## src/hw/rtl/sme_pkg.sv

```systemverilog
// shared types and constants for the stack machine executor
// no dependencies
`default_nettype none

package sme_pkg;

    localparam int DATA_W              = 32;
    localparam int DEF_STACK_DEPTH     = 256;
    localparam int DEF_MEM_WORDS       = 256;
    localparam int DEF_RETURN_DEPTH    = 64;
    localparam int DEF_PC_BITS         = 16;
    localparam int DIV_STEPS           = DATA_W;
    localparam int SHORT_STEP          = 1;
    localparam int LONG_STEP           = 5;

    // opcodes
    localparam logic [7:0] OP_HALT  = 8'd0;
    localparam logic [7:0] OP_PUSH  = 8'd1;
    localparam logic [7:0] OP_POP   = 8'd2;
    localparam logic [7:0] OP_ADD   = 8'd3;
    localparam logic [7:0] OP_SUB   = 8'd4;
    localparam logic [7:0] OP_MUL   = 8'd5;
    localparam logic [7:0] OP_DIV   = 8'd6;
    localparam logic [7:0] OP_CMP   = 8'd7;
    localparam logic [7:0] OP_STORE = 8'd8;
    localparam logic [7:0] OP_LOAD  = 8'd9;
    localparam logic [7:0] OP_JMP   = 8'd10;
    localparam logic [7:0] OP_JZ    = 8'd11;
    localparam logic [7:0] OP_JNZ   = 8'd12;
    localparam logic [7:0] OP_DUP   = 8'd13;
    localparam logic [7:0] OP_CALL  = 8'd14;
    localparam logic [7:0] OP_RET   = 8'd15;

    // fault codes
    localparam logic [2:0] FLT_NONE      = 3'd0;
    localparam logic [2:0] FLT_UNDERFLOW = 3'd1;
    localparam logic [2:0] FLT_OVERFLOW  = 3'd2;
    localparam logic [2:0] FLT_DIV_ZERO  = 3'd3;
    localparam logic [2:0] FLT_RET_UNDER = 3'd4;
    localparam logic [2:0] FLT_BAD_OP    = 3'd5;
    localparam logic [2:0] FLT_BAD_INDEX = 3'd6;
    localparam logic [2:0] FLT_RET_OVER  = 3'd7;

    typedef enum logic [2:0] {
        ALU_ADD = 3'd0,
        ALU_SUB = 3'd1,
        ALU_MUL = 3'd2,
        ALU_DIV = 3'd3,
        ALU_CMP = 3'd4
    } alu_op_t;

    typedef struct packed {
        logic    start;
        alu_op_t op;
    } alu_req_t;

endpackage

`default_nettype wire

```

## src/hw/rtl/sme_alu.sv

```systemverilog
// shared arithmetic unit: add, sub, mul, compare with a registered result, bit-serial signed divide
// depends on sme_pkg
`default_nettype none

module sme_alu import sme_pkg::*; (
    input  wire logic              aclk,
    input  wire logic              aresetn,
    input  wire alu_req_t          req,
    input  wire logic [DATA_W-1:0] opa,
    input  wire logic [DATA_W-1:0] opb,
    output logic                   done,
    output logic [DATA_W-1:0]      result
);

    localparam int CNT_W = $clog2(DIV_STEPS);

    logic              busy_reg;
    logic              done_reg;
    logic [CNT_W-1:0]  cnt_reg;
    logic [DATA_W-1:0] rem_reg;
    logic [DATA_W-1:0] quo_reg;
    logic [DATA_W-1:0] dvs_reg;
    logic              neg_reg;
    logic [DATA_W-1:0] result_reg;

    logic [DATA_W-1:0] a_mag;
    logic [DATA_W-1:0] b_mag;
    logic [DATA_W-1:0] quick;
    logic [DATA_W:0]   shifted;
    logic [DATA_W:0]   trial;
    logic [DATA_W-1:0] rem_step;
    logic [DATA_W-1:0] quo_step;

    assign a_mag = opa[DATA_W-1] ? (~opa + 1'b1) : opa;
    assign b_mag = opb[DATA_W-1] ? (~opb + 1'b1) : opb;

    always_comb begin
        case (req.op)
            ALU_ADD: quick = opa + opb;
            ALU_SUB: quick = opa - opb;
            ALU_MUL: quick = opa * opb;
            ALU_CMP: quick = DATA_W'($signed(opa) < $signed(opb));
            default: quick = '0;
        endcase
    end

    // one quotient bit per cycle, restoring
    always_comb begin
        shifted = {rem_reg, quo_reg[DATA_W-1]};
        trial   = shifted - {1'b0, dvs_reg};
        if (!trial[DATA_W]) begin
            rem_step = trial[DATA_W-1:0];
            quo_step = {quo_reg[DATA_W-2:0], 1'b1};
        end else begin
            rem_step = shifted[DATA_W-1:0];
            quo_step = {quo_reg[DATA_W-2:0], 1'b0};
        end
    end

    always_ff @(posedge aclk) begin
        if (!aresetn) begin
            busy_reg <= 1'b0;
            done_reg <= 1'b0;
        end else begin
            done_reg <= 1'b0;
            if (busy_reg) begin
                rem_reg <= rem_step;
                quo_reg <= quo_step;
                cnt_reg <= cnt_reg + 1'b1;
                if (cnt_reg == CNT_W'(DIV_STEPS - 1)) begin
                    busy_reg   <= 1'b0;
                    done_reg   <= 1'b1;
                    result_reg <= neg_reg ? (~quo_step + 1'b1) : quo_step;
                end
            end else if (req.start) begin
                if (req.op == ALU_DIV) begin
                    busy_reg <= 1'b1;
                    cnt_reg  <= '0;
                    rem_reg  <= '0;
                    quo_reg  <= a_mag;
                    dvs_reg  <= b_mag;
                    neg_reg  <= opa[DATA_W-1] ^ opb[DATA_W-1];
                end else begin
                    done_reg   <= 1'b1;
                    result_reg <= quick;
                end
            end
        end
    end

    assign done   = done_reg;
    assign result = result_reg;

endmodule

`default_nettype wire

```

## config.mk

```make
export PLATFORM = sky130hd
export DESIGN_NAME = sme_alu
export DESIGN_NICKNAME = d
export VERILOG_FILES = /design/src/hw/rtl/sme_pkg.sv /design/src/hw/rtl/sme_alu.sv
export SDC_FILE = /design/constraint.sdc
export NUM_CORES = 2
export LEC_CHECK = 0
export ABC_AREA = 1
export BUFFER_PORTS_ARGS = -buffer_cell sky130_fd_sc_hd__buf_4
export CAP_MARGIN = 30
export CORE_AREA = 5 5 253 255
export CTS_BUF_LIST = sky130_fd_sc_hd__clkbuf_8
export DETAILED_ROUTE_END_ITERATION = 10
export DIE_AREA = 0 0 258 260
export HOLD_SLACK_MARGIN = 0.08
export PLACE_DENSITY = 0.81
export RECOVER_POWER = 25
export SLEW_MARGIN = 20
export SYNTH_ARGS = -nofsm -noshare
export SYNTH_HDL_FRONTEND = slang
export SYNTH_SLANG_ARGS = --single-unit
```

## constraint.sdc

```tcl
create_clock -name aclk -period 7.45 [get_ports aclk]
set_input_delay 1.1175 -clock aclk [delete_from_list [all_inputs] [get_ports aclk]]
set_output_delay 1.1175 -clock aclk [all_outputs]
set_load 0.01 [all_outputs]
```

==> impl_metrics.csv <==
group,metric,value,unit
yosys,synthMuxAreaShare,0,%
layout,final_cell_mix,"nand2_1 (1031), inv_1 (1012), fa_1 (410)",
drt,drc,0,
drt,routed_via_density,5.60,
drt,num_vias,29520,
floorplan,std_cell_rows,91,
clocking,clk_path_buf_depth,2,
layout,layout-drive-gt1-share,10.2,%
drt,routed_wl,109,mm
layout,area_growth,12.5,%
drt,first_pass_iters,6,
worst_setup_path,crit_family,"adder cells",
global_routing,grt_pass1_wl,167,mm
sta,setup_viol,0,
global_routing,grt.overflow.total,0,
run_status,violations,"max-capacitance violations, max-slew violations",
worst_setup_path,worst-setup-path-type,"in2reg",
clocking,cts_sinks,136,
global_routing,grt_use_total,32.1,%
place,gp_congestion,1.14,
layout,mostFrequentLayoutCell,"nand2_1",
yosys,synth-compound-area-share,10.9,%
clocking,clock-root-buffer,"clkbuf_8",
place,port_buffers,102,
worst_setup_path,path_buf_inv,7,
place,hpwl,89.6,mm
worst_setup_path,reg2regPathDepth,4,
yosys,synth_edf_count,134,
yosys,ys_ff_latch,136,
yosys,synthAdderAreaFrac,36.2,%
yosys,synth_top_family_by_area,"adder cells",
clocking,cts_tree,"built",
yosys,ys_seq_area_share,13.3,%
worst_setup_path,arrival,7.57,ns
floorplan,io_pins,103,
global_routing,grt_start_max_net_pins,97,
yosys,yosys.area_share.simple,22.0,%
floorplan,dieHeight,260,um
sta,fin_crit,7.34,ns
sta,fin_skew,0.0187,ns
worst_setup_path,cpMostUsedCell,"fa_1",
floorplan,dieArea,67100,um2
drt,initialDrtViolationCount,3317,
min_path,hold_path_class,"reg2reg",
yosys,synth_cell_type_count,58,
worst_setup_path,cp_max_fo,6,
yosys,synth_xor_area_share,2.50,%
worst_setup_path,slowest_stage,"fa_1",
job,drv_cap,2,
worst_setup_path,path_depth,29,
worst_setup_path,r2r_end,"quo_reg[13]",
yosys,syn_nets,4963,
drt,ant_nets,0,
worst_setup_path,cp.required,7.68,ns
clocking,cts_buffers,17,
run_status,status,"finished with violations",
drt,routedWlPerCell,20.6,um
worst_setup_path,reg2reg_slack,2.24,ns
clocking,cts.clk_slew.worst_paths,0.09,ns
worst_setup_path,cp-start-kind,"primary input",
yosys,synthArstFlopShare,0,%
yosys,syn_area,30400,um2
layout,nNetsFinal,5172,
yosys,syn_inst,4259,
global_routing,antenna_found_initial,3,
clocking,htreeDepth,4,
sta,worstMarginPinSlew,3.43,ns
worst_setup_path,endpoint_kind,"register",
yosys,avgSynthCellArea,7.15,um2
sta,drv_slew,110,
sta,hold_violations,0,
worst_setup_path,crit_end,"result[27]",
worst_setup_path,reg2reg_from,"busy_reg",
clocking,cts_hold_buf,0,
global_routing,grt_pass1_vias,29659,
sta,max-slew-margin-rel,-128,%
worst_setup_path,max_stage_delay,0.56,ns
floorplan,start_util,49.6,%
floorplan,coreArea,61400,um2
sta,fmax,0.136,GHz
sta,hold_ws,0.609,ns
yosys,ys_warn_count,0,
sta,rsz0062_at_grt,"yes",
yosys,synth_ff_type,"edfxtp_1",
floorplan,fp.dieW,258,um
worst_setup_path,startpoint,"opa[12]",
sta,fin_crit_sh,98.5,%
clocking,clock_latency,0.49,ns
worst reg2reg max path, stage by stage, from the launching register on:
cell	delay [ns]
dfxtp_2	0.32
clkbuf_1	2.41
o21ai_0	1.04
nor2_4	0.27
buf_4	0.76
how the worst min path moves through the flow:
stage / start / endpoint / slack (ns) / cells after the start
after floorplan: quo_reg[1] / quo_reg[2] / 0.55 / 2
after detailed placement: quo_reg[1] / quo_reg[2] / 0.59 / 2
after global routing: cnt_reg[2] / cnt_reg[2] / 0.65 / 2
after global placement: quo_reg[1] / quo_reg[2] / 0.58 / 2
final: cnt_reg[0] / cnt_reg[0] / 0.61 / 1
after CTS: quo_reg[1] / quo_reg[2] / 0.62 / 2
cells in the mapped netlist (5+ instances only):
| master | count | share of area (%) |
|---|---|---|
| nand2_2 | 7 | 0.14 |
| ha_1 | 223 | 9.2 |
| inv_1 | 1015 | 13 |
| xor2_1 | 54 | 1.6 |
| nand3_1 | 211 | 3.5 |
| nor4_1 | 11 | 0.23 |
| o21ai_1 | 12 | 0.20 |
| buf_1 | 39 | 0.48 |
| nor3_2 | 9 | 0.30 |
| clkbuf_1 | 111 | 1.4 |
| o211ai_1 | 11 | 0.27 |
| or2_2 | 12 | 0.25 |
| fa_1 | 411 | 27 |
| nand4_1 | 27 | 0.55 |
| a221oi_1 | 5 | 0.14 |
| nand3b_1 | 13 | 0.32 |
| xnor2_1 | 31 | 0.89 |
| o21ai_0 | 228 | 3.7 |
| a22oi_1 | 5 | 0.12 |
| o21bai_1 | 27 | 0.67 |
| a31oi_1 | 12 | 0.25 |
| buf_6 | 5 | 0.18 |
| a21boi_0 | 13 | 0.32 |
| a21o_1 | 18 | 0.44 |
| nor3_1 | 44 | 0.72 |
| nand2_1 | 1037 | 13 |
| buf_2 | 28 | 0.46 |
| a211oi_1 | 14 | 0.35 |
| nor2_1 | 214 | 2.6 |
| edfxtp_1 | 134 | 13 |
| a21oi_1 | 228 | 3.7 |
cell type report:
| type | count | area (um2) |
|---|---|---|
| Multi-Input combinational cell | 2919 | 22000 |
| Inverter | 1020 | 3830 |
| Sequential cell | 136 | 4070 |
| Fill cell | 5546 | 27100 |
| Clock inverter | 15 | 169 |
| Timing Repair Buffer | 374 | 2940 |
| Tap cell | 790 | 988 |
| Antenna cell | 4 | 10.0 |
| Clock buffer | 17 | 234 |
kinds of logic after synthesis:
kind of cell,count (synthesis)
flops,136
compound gates,597
xor+xnor,86
fa+ha+maj,634
buf+inv,1204
simple gates,1602
through the flow:
| step | area (um2) | utilization (%) | std cells | setup WS, ns | TNS, ns |
|---|---|---|---|---|---|
| 4_1_cts | 34100 | 55.6 | 5269 | 0.0227 | 0 |
| 5_1_grt | 34200 | 55.8 | 5271 | -0.105 | -0.306 |
| 2_1_floorplan | 30500 | - | 4259 | 0.0183 | 0 |
| 3_5_place_dp | 33700 | 54.9 | 5237 | -0.541 | -5.50 |
| 3_3_place_gp | 33700 | 54.9 | 5237 | -0.456 | -4.09 |
| 6_report | 34300 | 55.8 | 5275 | 0.113 | 0 |
repair_timing:
item	in CTS	in global routing
setup buffers	0	0
resized for setup	1	65
setup endpoints to repair	2	11
gates cloned	0	0
pin swaps	0	20
per-layer routing:
metal  up-vias  routed length (um)  GRT usage, %
li1      13479                   -             -
met1     14016               39800          40.3
met2      1663               49000          52.3
met3       360               12100          6.42
met4         2                7600          17.8
met5         -                  12             0
Power is left out: the tool's default activity adds up to more than one toggle a clock period on the data nets, which glitch-free logic cannot reach.
